==> src/sv/rvdec_pkg.sv <==
// ----------------------------------------------------------------------------
// rvdec_pkg
// Shared types and constants of the RV64I instruction decoder pipeline.
// ----------------------------------------------------------------------------
package rvdec_pkg;

  localparam logic [6:0] OP_R      = 7'b0110011;
  localparam logic [6:0] OP_IALU   = 7'b0010011;
  localparam logic [6:0] OP_LOAD   = 7'b0000011;
  localparam logic [6:0] OP_JALR   = 7'b1100111;
  localparam logic [6:0] OP_STORE  = 7'b0100011;
  localparam logic [6:0] OP_BRANCH = 7'b1100011;
  localparam logic [6:0] OP_JAL    = 7'b1101111;
  localparam logic [6:0] OP_LUI    = 7'b0110111;
  localparam logic [6:0] OP_AUIPC  = 7'b0010111;
  localparam logic [6:0] F7_ALT    = 7'b0100000;
  localparam logic [5:0] F6_ALT    = 6'b010000;

  typedef enum logic [3:0] {
    FMT_NONE   = 4'd0,
    FMT_R      = 4'd1,
    FMT_IALU   = 4'd2,
    FMT_LOAD   = 4'd3,
    FMT_JALR   = 4'd4,
    FMT_STORE  = 4'd5,
    FMT_BRANCH = 4'd6,
    FMT_JAL    = 4'd7,
    FMT_LUI    = 4'd8,
    FMT_AUIPC  = 4'd9
  } fmt_e;

  typedef enum logic [2:0] {
    FORM_REG3   = 3'd0,
    FORM_RRI    = 3'd1,
    FORM_OFFSET = 3'd2,
    FORM_BRANCH = 3'd3,
    FORM_JUMP   = 3'd4,
    FORM_UPPER  = 3'd5
  } form_e;

  typedef enum logic [2:0] {
    IMM_ZERO  = 3'd0,
    IMM_I     = 3'd1,
    IMM_SHAMT = 3'd2,
    IMM_S     = 3'd3,
    IMM_B     = 3'd4,
    IMM_J     = 3'd5,
    IMM_U     = 3'd6
  } imm_e;

  typedef enum logic [5:0] {
    MN_ADD  = 6'd0,  MN_SUB  = 6'd1,  MN_XOR  = 6'd2,  MN_OR    = 6'd3,
    MN_AND  = 6'd4,  MN_SLL  = 6'd5,  MN_SRL  = 6'd6,  MN_SLT   = 6'd7,
    MN_SLTU = 6'd8,  MN_SRA  = 6'd9,  MN_ADDI = 6'd10, MN_XORI  = 6'd11,
    MN_ORI  = 6'd12, MN_ANDI = 6'd13, MN_SLLI = 6'd14, MN_SRLI  = 6'd15,
    MN_SRAI = 6'd16, MN_SLTI = 6'd17, MN_SLTIU = 6'd18, MN_LB   = 6'd19,
    MN_LH   = 6'd20, MN_LW   = 6'd21, MN_LD   = 6'd22, MN_LBU   = 6'd23,
    MN_LHU  = 6'd24, MN_LWU  = 6'd25, MN_JALR = 6'd26, MN_SB    = 6'd27,
    MN_SH   = 6'd28, MN_SW   = 6'd29, MN_SD   = 6'd30, MN_BEQ   = 6'd31,
    MN_BNE  = 6'd32, MN_BLT  = 6'd33, MN_BGE  = 6'd34, MN_BLTU  = 6'd35,
    MN_BGEU = 6'd36, MN_JAL  = 6'd37, MN_LUI  = 6'd38, MN_AUIPC = 6'd39
  } mnem_e;

  typedef struct packed {
    logic        valid;
    fmt_e        fmt;
    logic [31:0] word;
  } s1_t;

  typedef struct packed {
    logic        valid;
    logic [31:0] word;
    mnem_e       mnem;
    logic        known;
    form_e       form;
    imm_e        immk;
  } s2_t;

endpackage

==> src/sv/rvdec_fmt.sv <==
// ----------------------------------------------------------------------------
// rvdec_fmt
// First stage: registers the instruction word and its major opcode class.
// ----------------------------------------------------------------------------
module rvdec_fmt
  import rvdec_pkg::*;
(
  input  logic        clk_i,
  input  logic        rst_ni,
  input  logic        valid_i,
  input  logic [31:0] word_i,
  output s1_t         stage_o
);

  logic        valid_q;
  fmt_e        fmt_d, fmt_q;
  logic [31:0] word_q;

  always_comb begin
    case (word_i[6:0])
      OP_R:      fmt_d = FMT_R;
      OP_IALU:   fmt_d = FMT_IALU;
      OP_LOAD:   fmt_d = FMT_LOAD;
      OP_JALR:   fmt_d = FMT_JALR;
      OP_STORE:  fmt_d = FMT_STORE;
      OP_BRANCH: fmt_d = FMT_BRANCH;
      OP_JAL:    fmt_d = FMT_JAL;
      OP_LUI:    fmt_d = FMT_LUI;
      OP_AUIPC:  fmt_d = FMT_AUIPC;
      default:   fmt_d = FMT_NONE;
    endcase
  end

  always_ff @(posedge clk_i or negedge rst_ni) begin
    if (!rst_ni) begin
      valid_q <= 1'b0;
    end else begin
      valid_q <= valid_i;
    end
  end

  always_ff @(posedge clk_i) begin
    if (valid_i) begin
      fmt_q  <= fmt_d;
      word_q <= word_i;
    end
  end

  assign stage_o = '{valid: valid_q, fmt: fmt_q, word: word_q};

endmodule

==> src/sv/rvdec_code.sv <==
// ----------------------------------------------------------------------------
// rvdec_code
// Second stage: selects mnemonic, known flag, operand form and immediate kind.
// ----------------------------------------------------------------------------
module rvdec_code
  import rvdec_pkg::*;
(
  input  logic clk_i,
  input  logic rst_ni,
  input  s1_t  stage_i,
  output s2_t  stage_o
);

  logic [2:0] f3;
  logic [6:0] f7;
  logic [5:0] f6;
  mnem_e      mnem_d, mnem_q;
  logic       known_d, known_q;
  form_e      form_d, form_q;
  imm_e       immk_d, immk_q;
  logic       valid_q;
  logic [31:0] word_q;

  assign f3 = stage_i.word[14:12];
  assign f7 = stage_i.word[31:25];
  assign f6 = stage_i.word[31:26];

  always_comb begin
    mnem_d  = MN_ADD;
    known_d = 1'b0;
    form_d  = FORM_REG3;
    immk_d  = IMM_ZERO;
    case (stage_i.fmt)
      FMT_R: begin
        form_d = FORM_REG3;
        if (f7 == 7'd0) begin
          known_d = 1'b1;
          case (f3)
            3'd0:    mnem_d = MN_ADD;
            3'd1:    mnem_d = MN_SLL;
            3'd2:    mnem_d = MN_SLT;
            3'd3:    mnem_d = MN_SLTU;
            3'd4:    mnem_d = MN_XOR;
            3'd5:    mnem_d = MN_SRL;
            3'd6:    mnem_d = MN_OR;
            default: mnem_d = MN_AND;
          endcase
        end else if (f7 == F7_ALT) begin
          if (f3 == 3'd0) begin
            known_d = 1'b1;
            mnem_d  = MN_SUB;
          end else if (f3 == 3'd5) begin
            known_d = 1'b1;
            mnem_d  = MN_SRA;
          end
        end
      end
      FMT_IALU: begin
        form_d = FORM_RRI;
        if (f3 == 3'd1) begin
          immk_d = IMM_SHAMT;
          if (f6 == 6'd0) begin
            known_d = 1'b1;
            mnem_d  = MN_SLLI;
          end
        end else if (f3 == 3'd5) begin
          immk_d = IMM_SHAMT;
          if (f6 == 6'd0) begin
            known_d = 1'b1;
            mnem_d  = MN_SRLI;
          end else if (f6 == F6_ALT) begin
            known_d = 1'b1;
            mnem_d  = MN_SRAI;
          end
        end else begin
          immk_d  = IMM_I;
          known_d = 1'b1;
          case (f3)
            3'd0:    mnem_d = MN_ADDI;
            3'd2:    mnem_d = MN_SLTI;
            3'd3:    mnem_d = MN_SLTIU;
            3'd4:    mnem_d = MN_XORI;
            3'd6:    mnem_d = MN_ORI;
            default: mnem_d = MN_ANDI;
          endcase
        end
      end
      FMT_LOAD: begin
        form_d  = FORM_OFFSET;
        immk_d  = IMM_I;
        known_d = (f3 != 3'd7);
        case (f3)
          3'd0:    mnem_d = MN_LB;
          3'd1:    mnem_d = MN_LH;
          3'd2:    mnem_d = MN_LW;
          3'd3:    mnem_d = MN_LD;
          3'd4:    mnem_d = MN_LBU;
          3'd5:    mnem_d = MN_LHU;
          3'd6:    mnem_d = MN_LWU;
          default: mnem_d = MN_ADD;
        endcase
      end
      FMT_JALR: begin
        form_d  = FORM_RRI;
        immk_d  = IMM_I;
        known_d = (f3 == 3'd0);
        mnem_d  = (f3 == 3'd0) ? MN_JALR : MN_ADD;
      end
      FMT_STORE: begin
        form_d  = FORM_OFFSET;
        immk_d  = IMM_S;
        known_d = (f3[2] == 1'b0);
        case (f3)
          3'd0:    mnem_d = MN_SB;
          3'd1:    mnem_d = MN_SH;
          3'd2:    mnem_d = MN_SW;
          3'd3:    mnem_d = MN_SD;
          default: mnem_d = MN_ADD;
        endcase
      end
      FMT_BRANCH: begin
        form_d  = FORM_BRANCH;
        immk_d  = IMM_B;
        known_d = (f3 != 3'd2) && (f3 != 3'd3);
        case (f3)
          3'd0:    mnem_d = MN_BEQ;
          3'd1:    mnem_d = MN_BNE;
          3'd4:    mnem_d = MN_BLT;
          3'd5:    mnem_d = MN_BGE;
          3'd6:    mnem_d = MN_BLTU;
          3'd7:    mnem_d = MN_BGEU;
          default: mnem_d = MN_ADD;
        endcase
      end
      FMT_JAL: begin
        form_d  = FORM_JUMP;
        immk_d  = IMM_J;
        known_d = 1'b1;
        mnem_d  = MN_JAL;
      end
      FMT_LUI: begin
        form_d  = FORM_UPPER;
        immk_d  = IMM_U;
        known_d = 1'b1;
        mnem_d  = MN_LUI;
      end
      FMT_AUIPC: begin
        form_d  = FORM_UPPER;
        immk_d  = IMM_U;
        known_d = 1'b1;
        mnem_d  = MN_AUIPC;
      end
      default: begin
        form_d = FORM_REG3;
      end
    endcase
  end

  always_ff @(posedge clk_i or negedge rst_ni) begin
    if (!rst_ni) begin
      valid_q <= 1'b0;
    end else begin
      valid_q <= stage_i.valid;
    end
  end

  always_ff @(posedge clk_i) begin
    if (stage_i.valid) begin
      word_q  <= stage_i.word;
      mnem_q  <= mnem_d;
      known_q <= known_d;
      form_q  <= form_d;
      immk_q  <= immk_d;
    end
  end

  assign stage_o = '{valid: valid_q, word: word_q, mnem: mnem_q, known: known_q,
                     form: form_q, immk: immk_q};

endmodule

==> src/sv/rvdec_imm.sv <==
// ----------------------------------------------------------------------------
// rvdec_imm
// Third stage: assembles the immediate and registers the decoded result.
// ----------------------------------------------------------------------------
module rvdec_imm
  import rvdec_pkg::*;
(
  input  logic               clk_i,
  input  logic               rst_ni,
  input  s2_t                stage_i,
  output logic               valid_o,
  output logic [5:0]         mnemonic_o,
  output logic               known_o,
  output logic [2:0]         operand_form_o,
  output logic [4:0]         dest_reg_o,
  output logic [4:0]         src1_reg_o,
  output logic [4:0]         src2_reg_o,
  output logic signed [20:0] immediate_o
);

  logic [31:0] w;
  logic [20:0] imm_d, imm_q;
  logic        valid_q;
  logic [5:0]  mnem_q;
  logic        known_q;
  logic [2:0]  form_q;
  logic [4:0]  rd_q, rs1_q, rs2_q;

  assign w = stage_i.word;

  always_comb begin
    case (stage_i.immk)
      IMM_I:     imm_d = {{9{w[31]}}, w[31:20]};
      IMM_SHAMT: imm_d = {15'd0, w[25:20]};
      IMM_S:     imm_d = {{9{w[31]}}, w[31:25], w[11:7]};
      IMM_B:     imm_d = {{8{w[31]}}, w[31], w[7], w[30:25], w[11:8], 1'b0};
      IMM_J:     imm_d = {w[31], w[19:12], w[20], w[30:21], 1'b0};
      IMM_U:     imm_d = {1'b0, w[31:12]};
      default:   imm_d = 21'd0;
    endcase
  end

  always_ff @(posedge clk_i or negedge rst_ni) begin
    if (!rst_ni) begin
      valid_q <= 1'b0;
    end else begin
      valid_q <= stage_i.valid;
    end
  end

  always_ff @(posedge clk_i) begin
    if (stage_i.valid) begin
      imm_q   <= imm_d;
      mnem_q  <= stage_i.known ? stage_i.mnem : MN_ADD;
      known_q <= stage_i.known;
      form_q  <= stage_i.form;
      rd_q    <= w[11:7];
      rs1_q   <= w[19:15];
      rs2_q   <= w[24:20];
    end
  end

  assign valid_o        = valid_q;
  assign mnemonic_o     = mnem_q;
  assign known_o        = known_q;
  assign operand_form_o = form_q;
  assign dest_reg_o     = rd_q;
  assign src1_reg_o     = rs1_q;
  assign src2_reg_o     = rs2_q;
  assign immediate_o    = imm_q;

endmodule

==> src/sv/rv64i_instruction_decoder.sv <==
// ----------------------------------------------------------------------------
// rv64i_instruction_decoder
// Three-stage pipelined decoder for the RV64I base instruction formats.
// ----------------------------------------------------------------------------
//  Channel   Handshake            Payload
//  -------   ------------------   ---------------------------------------------
//  input     start, busy          instr_word_i
//  result    valid_o (strobe)     mnemonic_o, known_o, operand_form_o,
//                                 dest_reg_o, src1_reg_o, src2_reg_o,
//                                 immediate_o
//
//  A transaction accepted at an edge passes through the stage one, stage two
//  and result registers; valid_o marks its result on the ports for one cycle,
//  when the result is taken. One transaction can be accepted in every cycle;
//  busy is always low. The stages are opcode classification, function field
//  selection and immediate assembly, each ended by a register.
//  Reset clears the valid bits of all three stages.
// ----------------------------------------------------------------------------
module rv64i_instruction_decoder
  import rvdec_pkg::*;
(
  input  logic               clk_i,
  input  logic               rst_ni,
  input  logic               start,
  output logic               busy,
  input  logic [31:0]        instr_word_i,
  output logic               valid_o,
  output logic [5:0]         mnemonic_o,
  output logic               known_o,
  output logic [2:0]         operand_form_o,
  output logic [4:0]         dest_reg_o,
  output logic [4:0]         src1_reg_o,
  output logic [4:0]         src2_reg_o,
  output logic signed [20:0] immediate_o
);

  s1_t  s1;
  s2_t  s2;
  logic accept;

  assign busy   = 1'b0;
  assign accept = start && !busy;

  rvdec_fmt u_fmt (
    .clk_i   (clk_i),
    .rst_ni  (rst_ni),
    .valid_i (accept),
    .word_i  (instr_word_i),
    .stage_o (s1)
  );

  rvdec_code u_code (
    .clk_i   (clk_i),
    .rst_ni  (rst_ni),
    .stage_i (s1),
    .stage_o (s2)
  );

  rvdec_imm u_imm (
    .clk_i          (clk_i),
    .rst_ni         (rst_ni),
    .stage_i        (s2),
    .valid_o        (valid_o),
    .mnemonic_o     (mnemonic_o),
    .known_o        (known_o),
    .operand_form_o (operand_form_o),
    .dest_reg_o     (dest_reg_o),
    .src1_reg_o     (src1_reg_o),
    .src2_reg_o     (src2_reg_o),
    .immediate_o    (immediate_o)
  );

  a_s1_to_s2 : assert property (@(posedge clk_i) disable iff (!rst_ni)
    s1.valid |=> s2.valid)
    else $error("Stage one transaction did not reach stage two.");

  a_s2_to_out : assert property (@(posedge clk_i) disable iff (!rst_ni)
    s2.valid |=> valid_o)
    else $error("Stage two transaction did not reach the result ports.");

  a_unknown_zero : assert property (@(posedge clk_i) disable iff (!rst_ni)
    (valid_o && !known_o) |-> (mnemonic_o == MN_ADD))
    else $error("Unknown instruction carries a nonzero mnemonic.");

  a_upper_positive : assert property (@(posedge clk_i) disable iff (!rst_ni)
    (valid_o && operand_form_o == FORM_UPPER) |-> !immediate_o[20])
    else $error("Upper immediate was sign-extended.");

endmodule
==> config.mk <==
export PLATFORM = sky130hd
export DESIGN_NAME = rv64i_instruction_decoder
export DESIGN_NICKNAME = d
export VERILOG_FILES = /design/src/sv/rvdec_pkg.sv /design/src/sv/rvdec_fmt.sv /design/src/sv/rvdec_code.sv /design/src/sv/rvdec_imm.sv /design/src/sv/rv64i_instruction_decoder.sv
export SDC_FILE = /design/constraint.sdc
export NUM_CORES = 1
export LEC_CHECK = 0
export ABC_AREA = 1
export ABC_CLOCK_PERIOD_IN_PS = 4340
export BUFFER_PORTS_ARGS = -buffer_cell sky130_fd_sc_hd__buf_2
export CAP_MARGIN = 20
export CORE_MARGIN = 3
export CORE_UTILIZATION = 40
export CTS_CLUSTER_DIAMETER = 50
export DETAILED_ROUTE_END_ITERATION = 10
export GPL_TIMING_DRIVEN = 0
export HOLD_SLACK_MARGIN = 0.03
export PLACE_DENSITY_LB_ADDON = 0.15
export RECOVER_POWER = 100
export SYNTH_ARGS = -nofsm -noshare
export SYNTH_HDL_FRONTEND = slang
export SYNTH_HIERARCHICAL = 1
export SYNTH_SLANG_ARGS = --single-unit
==> constraint.sdc <==
create_clock -name clk_i -period 4.34 [get_ports clk_i]
set_clock_uncertainty 0.15 [all_clocks]
set_input_delay 0.217 -clock clk_i [delete_from_list [all_inputs] [get_ports clk_i]]
set_output_delay 0.217 -clock clk_i [all_outputs]
set_load 0.01 [all_outputs]
==> metrics.log, run 1 <==
INFO  metric synth.net_count = 485
INFO  metric setup_tns = 0 ns
INFO  metric post_cts_resized = 0
INFO  metric grt_start_max_net_pins = 48
INFO  metric finish.net_count = 613
INFO  metric final_design_area_no_fill = 6400 um^2
INFO  metric critical_path.startpoint_type = register
INFO  metric outcome = complete, but fails checks
INFO  metric finalHoldViolations = 0
INFO  metric max-cap-violations = 3
INFO  metric drive_gt1_share = 14.89%
INFO  metric clkSlewWorstSetupHoldPaths = 0.06 ns
INFO  metric timing_max_transition_violations_final = 119
INFO  metric overflow = 0
INFO  metric drt_drc_violations_left = 0
INFO  metric routed-via-count = 3617
INFO  metric power.density = 475.2 nW/um^2
INFO  metric dpl-instance-area = 5652 um^2
INFO  metric level_count_of_the_clock_h_tree = 4
INFO  metric post_synth_inst_count = 450
INFO  metric diodes = 0
INFO  metric grt_util_all_layers = 17.16%
INFO  metric timing.final.crit_period = 2.705 ns
INFO  metric finalCritPeriodShare = 62.34%
INFO  metric area_growth_syn_to_layout = 27.08%
INFO  metric cts_max_path_buffers = 2
INFO  metric syn_area = 5036 um^2
INFO  metric rsz0062_at_grt = no
INFO  metric worst-setup-path-type = reg -> reg
INFO  metric worst_path_dominant_cell_family = buffers and inverters
INFO  metric cp_arrival = 2.53 ns
INFO  metric critical_path.reg2reg.endpoint = u_imm/operand_form_o[0]
INFO  metric cts_post_setup_buffers_inserted = 0
INFO  metric syn_avg_cell_area = 11.19 um^2
INFO  metric cp_max_fo = 47
INFO  metric drt_pass1_iterations = 7
INFO  metric setup.reg_to_reg.worst_slack = 1.63 ns
INFO  metric worstReg2RegStart = u_code/valid_q
INFO  metric fin_worst_hold_slack = 0.08627 ns
INFO  metric boundaryPins = 83
INFO  metric timing.critical_path.cells = clkbuf_1
INFO  metric data_required_time_of_the_worst_path = 4.17 ns
INFO  metric irDropWorstVdd = 222.0 uV
INFO  metric grt_pass1_wl = 18290 um
INFO  metric numCtsBuffers = 17
INFO  metric worst_slew_margin = -66.76%
INFO  metric achievable-frequency = 369.6 MHz
INFO  metric r2r_cells = 1
INFO  metric cts.sinks = 116
INFO  metric crit_startpoint = u_code/valid_q
INFO  metric place.detailed.hpwl = 7896 um
INFO  metric fp.dieArea = 13970 um^2
INFO  metric cp_slowest_cell = sky130_fd_sc_hd__clkbuf_1
INFO  metric rows = 40
INFO  metric via_count_of_the_first_global_routing_pass = 3489
INFO  metric worst_hold_path.num_cells = 3
INFO  metric total_number_of_cells_along_the_worst_setup_path = 1
INFO  metric clkLatencyLatePin = 0.41 ns
INFO  metric violations = max-capacitance violations, max-slew violations
INFO  metric count_of_nets_left_with_antenna_violations_after_detail_routing = 0
INFO  metric endpoint_kind = register
INFO  metric cellLeakagePower = 2.707 nW
INFO  metric worst_path_largest_cell_delay = 1.75 ns
INFO  metric die_span_y = 118.2 um
INFO  metric fp.dieW = 118.2 um
INFO  metric port_buffers = 81
INFO  metric cts_tree = yes
INFO  metric setup_viol = 0
INFO  metric synth.yosys.warnings = 6
INFO  metric count_of_buffering_cells_on_the_critical_path_with_inverters_included = 1
INFO  metric worst-slew-pin-transition = 2.501 ns
INFO  metric drt-initial-drc-count = 329
INFO  metric routed_wirelength = 11390 um
INFO  metric crit_end = u_imm/operand_form_o[0]
INFO  metric start_util = 41.41%
INFO  metric hp-class = in -> reg
INFO  metric number_of_antenna_violations_at_the_first_check_in_global_routing = 0
INFO  metric drt-wirelength-per-cell = 15.01 um
INFO  metric viasPerCell = 4.765
INFO  metric clockRootBuffer = sky130_fd_sc_hd__clkbuf_16
INFO  metric core = 12160 um^2
INFO  metric gp_congestion = 0.9099
-- worst min path at each step --
stage                    startpoint              to  slack (ns)
floorplan                    rst_ni  u_code/valid_q       -0.23
global placement             rst_ni   u_imm/valid_o       -0.14
detailed placement           rst_ni   u_imm/valid_o       -0.13
CTS                 instr_word_i[4]  u_fmt/fmt_q[3]        0.05
global route        instr_word_i[4]  u_fmt/fmt_q[3]        0.06
finish              instr_word_i[4]  u_fmt/fmt_q[3]        0.09
-- per-stage QoR --
stage | power, mW | utilization [%] | instances | worst slack (ns)
floorplan | 1.573 | - | 450 | 2.909
global placement | 1.686 | 46.47 | 699 | 2.595
detailed placement | 1.691 | 46.47 | 699 | 2.574
CTS | 3.090 | 53.63 | 759 | 2.564
global route | 3.176 | 52.62 | 759 | 1.367
finish | 3.041 | 52.62 | 759 | 1.635
-- layer usage --
metal	part of all wire, %	routed length [um]	GRT usage, %
met3	4.8	550	4.928
met1	46	5237	22.37
met4	1.2	132	7.473
met5	0	0	0
met2	48	5471	26.83
-- repair_timing --
item / CTS / global route
endpoints found under the hold margin: 29 / 0
setup endpoints to repair: 0 / 0
hold buffers: 28 / 0
-- layout by cell type, fill, tap and decap left out, types with 5 or more instances in the layout --
master and n:
sky130_fd_sc_hd__o21ai_0 7, sky130_fd_sc_hd__nand4_1 25, sky130_fd_sc_hd__nand3_1 46, sky130_fd_sc_hd__buf_2 30, sky130_fd_sc_hd__dlygate4sd3_1 28, sky130_fd_sc_hd__clkbuf_1 59
sky130_fd_sc_hd__inv_2 5, sky130_fd_sc_hd__inv_1 42, sky130_fd_sc_hd__nand2_1 116, sky130_fd_sc_hd__a21oi_1 6, sky130_fd_sc_hd__nor2_1 52, sky130_fd_sc_hd__clkbuf_16 17
sky130_fd_sc_hd__edfxtp_1 113
-- power breakdown --
| part | internal (mW) | switching (mW) |
|---|---|---|
| sequential | 1.35 | 0.0467 |
| combinational | 0.0958 | 0.183 |
| clock | 0.867 | 0.502 |
| total | 2.31 | 0.732 |
-- sequential cells by signal, summed over array words and instances, names as in the netlist, 4 cells and up --
name	cells
u_code/word_q	25
u_fmt/word_q	25
u_imm/immediate_o	21
u_code/mnem_q	6
u_imm/mnemonic_o	6
u_imm/dest_reg_o	5
u_imm/src1_reg_o	5
u_imm/src2_reg_o	5
u_fmt/fmt_q	4
-- cell type report --
cell class / instances / area, um^2
flip-flops and latches: 116 / 3468
multi-input cells: 271 / 1229
inverters: 48 / 182.7
clock inverters: 13 / 147.6
plain buffers: 15 / 98.84
repair buffers: 109 / 620.6
well taps: 168 / 210.2
clock buffers: 19 / 442.9
fillers: 1104 / 5762
(Power assumes the default switching activity.)
==> run 2, diff against run 1 <==
ABC_CLOCK_PERIOD_IN_PS = 2170   (was 4340)
clock period = 2.17 ns   (was 4.34 ns; I/O delays follow)
==> run 2 against run 1 <==
- the flow now finishes without violations
- sequential power increased by 100%
- worst setup slack worse by 1.4 ns
- wire length about the same
- first-iteration DRC count down 8.8%
- final cell count increased by 0.40%
- combinational power up 110%
- clock-buffer cell count stayed put
- critical path depth up 4
- via count up 0.11%
- sequential cell count unchanged
- total power is 100% higher
- critical path type unchanged
- largest power group unchanged
==> metrics.log, run 2 (synthesis gave the netlist of run 1 again) <==
INFO  metric drt_pass1_iterations = 6
INFO  metric timing_max_transition_violations_final = 0
INFO  metric overflow = 0
INFO  metric clkSlewWorstSetupHoldPaths = 0.06 ns
INFO  metric worst_path_largest_cell_delay = 0.56 ns
INFO  metric total_area_of_multi_input_combinational_cells = 1226 um^2
INFO  metric rows = 40
INFO  metric grt_most_used_layer = met2
INFO  metric via_count_of_the_first_global_routing_pass = 3507
INFO  metric final_design_area_no_fill = 6459 um^2
INFO  metric cts_post_setup_buffers_inserted = 0
INFO  metric globalRouteMet1Util = 22.44%
INFO  metric clkLatencyLatePin = 0.41 ns
INFO  metric cts_tree = yes
INFO  metric drt-initial-drc-count = 300
INFO  metric core = 12160 um^2
INFO  metric routed_wirelength = 11390 um
INFO  metric cp_max_fo = 10
INFO  metric finalHoldViolations = 0
INFO  metric grt_start_max_net_pins = 48
INFO  metric gp_congestion = 0.9099
INFO  metric worst-setup-path-type = reg -> reg
INFO  metric count_of_buffering_cells_on_the_critical_path_with_inverters_included = 2
INFO  metric setup_viol = 0
INFO  metric fp.dieW = 118.2 um
INFO  metric grt_pass1_wl = 18350 um
INFO  metric worst-slew-pin-transition = 1.163 ns
INFO  metric drive_gt1_share = 15.49%
INFO  metric finalCritPeriodShare = 89.77%
INFO  metric finish.net_count = 616
INFO  metric irDropWorstVdd = 444.1 uV
INFO  metric cts.sinks = 116
INFO  metric globalRouteMet3Util = 4.928%
INFO  metric commonest_non_fill_non_tap_cell_in_the_layout = sky130_fd_sc_hd__nand2_1
INFO  metric fillerInstances = 1094
INFO  metric grt_util_all_layers = 17.23%
INFO  metric cp_slowest_cell = sky130_fd_sc_hd__clkbuf_1
INFO  metric drt-wirelength-per-cell = 14.95 um
INFO  metric cp_arrival = 2.07 ns
INFO  metric count_of_nets_left_with_antenna_violations_after_detail_routing = 0
INFO  metric final-seq-area = 3468 um^2
INFO  metric setup_tns = 0 ns
INFO  metric dpl_worst_slack = 0.4039 ns
INFO  metric area_growth_syn_to_layout = 28.25%
INFO  metric place.detailed.hpwl = 7896 um
INFO  metric power.density = 943.3 nW/um^2
INFO  metric start_util = 41.41%
INFO  metric fp.dieArea = 13970 um^2
INFO  metric viasPerCell = 4.752
INFO  metric cellLeakagePower = 2.745 nW
INFO  metric hp-class = in -> reg
INFO  metric port_buffers = 81
INFO  metric worst_slew_margin = 22.48%
INFO  metric crit_path_setup_slack_layout = 0.2220 ns
INFO  metric boundaryPins = 83
INFO  metric layout_common_cells = sky130_fd_sc_hd__nand2_1, sky130_fd_sc_hd__edfxtp_1, sky130_fd_sc_hd__clkbuf_1
INFO  metric endpoint_kind = register
INFO  metric grt_util_met2 = 26.97%
INFO  metric data_required_time_of_the_worst_path = 2.29 ns
INFO  metric numCtsBuffers = 17
INFO  metric die_span_y = 118.2 um
INFO  metric number_of_antenna_violations_at_the_first_check_in_global_routing = 0
INFO  metric worst_path_dominant_cell_family = buffers and inverters
INFO  metric drt_drc_violations_left = 0
INFO  metric dpl-instance-area = 5652 um^2
INFO  metric diodes = 0
INFO  metric timing.critical_path.cells = clkbuf_1 > nand3_4 > inv_1 > nand2_1 > nand3_1
INFO  metric cts_max_path_buffers = 2
INFO  metric routed-via-count = 3621
INFO  metric max-cap-violations = 0
INFO  metric clockRootBuffer = sky130_fd_sc_hd__clkbuf_16
INFO  metric outcome = complete, no violations
INFO  metric rsz0062_at_grt = no
INFO  metric timing.final.crit_period = 1.948 ns
INFO  metric achievable-frequency = 513.4 MHz
INFO  metric critical_path.startpoint_type = register
INFO  metric level_count_of_the_clock_h_tree = 4
==> run 2: cell types whose count changed in the layout (fill, tap and decap cells not counted), sizes merged <==
cell,delta
clkbuf,-2
dlygate4sd3,+3
buf,+2
==> run 2: cell type report <==
cell class | count | area share [%]
Tap cell | 168 | 3.255
Inverter | 48 | 2.828
Buffer | 15 | 1.995
Clock buffer | 19 | 6.858
Timing Repair Buffer | 112 | 10.09
Multi-Input combinational cell | 271 | 18.98
Clock inverter | 13 | 2.286
Sequential cell | 116 | 53.70
==> run 2: stage by stage <==
step | power, mW | util [%] | hold WS [ns] | cells
floorplan | 3.147 | - | -0.3371 | 450
global route | 6.363 | 53.11 | 0.08899 | 762
CTS | 6.182 | 53.88 | 0.04384 | 762
global placement | 3.373 | 46.47 | -0.2463 | 699
finish | 6.093 | 53.11 | 0.07835 | 762
detailed placement | 3.382 | 46.47 | -0.2435 | 699
==> run 2: worst paths after layout <==
check / start / endpoint / slack (ns) / cells past startpoint
max in group asynchronous: rst_ni / u_imm/valid_o / 1.28 / 3
min in group asynchronous: rst_ni / u_fmt/valid_q / 0.44 / 3
setup / recovery: u_code/immk_q[2] / u_imm/immediate_o[0] / 0.22 / 5
setup reg to reg: u_code/immk_q[2] / u_imm/immediate_o[0] / 0.22 / 5
hold / removal: instr_word_i[4] / u_fmt/fmt_q[0] / 0.08 / 5
hold reg to reg: u_fmt/word_q[20] / u_code/word_q[20] / 0.27 / 0
==> run 2: tightest hold or removal path, cell delays in order <==
cell and delay, ns:
sky130_fd_sc_hd__buf_2 0.12, sky130_fd_sc_hd__nand3_1 0.08, sky130_fd_sc_hd__nor2_1 0.12, sky130_fd_sc_hd__nor2_1 0.05, sky130_fd_sc_hd__nand3_1 0.06
==> run 2: where the power goes <==
part	switching (mW)	internal, mW
Clock	1.00	1.73
Sequential	0.0934	2.69
Combinational	0.368	0.205
Total	1.47	4.63
==> run 2: repair_timing <==
| action | in CTS | in global routing |
|---|---|---|
| hold endpoints to repair | 32 | 0 |
| endpoints found under the setup margin | 0 | 0 |
| hold buffers | 31 | 0 |
| gates resized for setup | 0 | 0 |
==> run 2: per-layer routing <==
| metal | wire length, um | part of all wire, % | vias to the layer above |
|---|---|---|---|
| li1 | - | - | 1809 |
| met1 | 5238 | 46 | 1684 |
| met2 | 5432 | 48 | 119 |
| met3 | 601 | 5.3 | 9 |
| met4 | 118 | 1.0 | 0 |
| met5 | 0 | 0 | - |
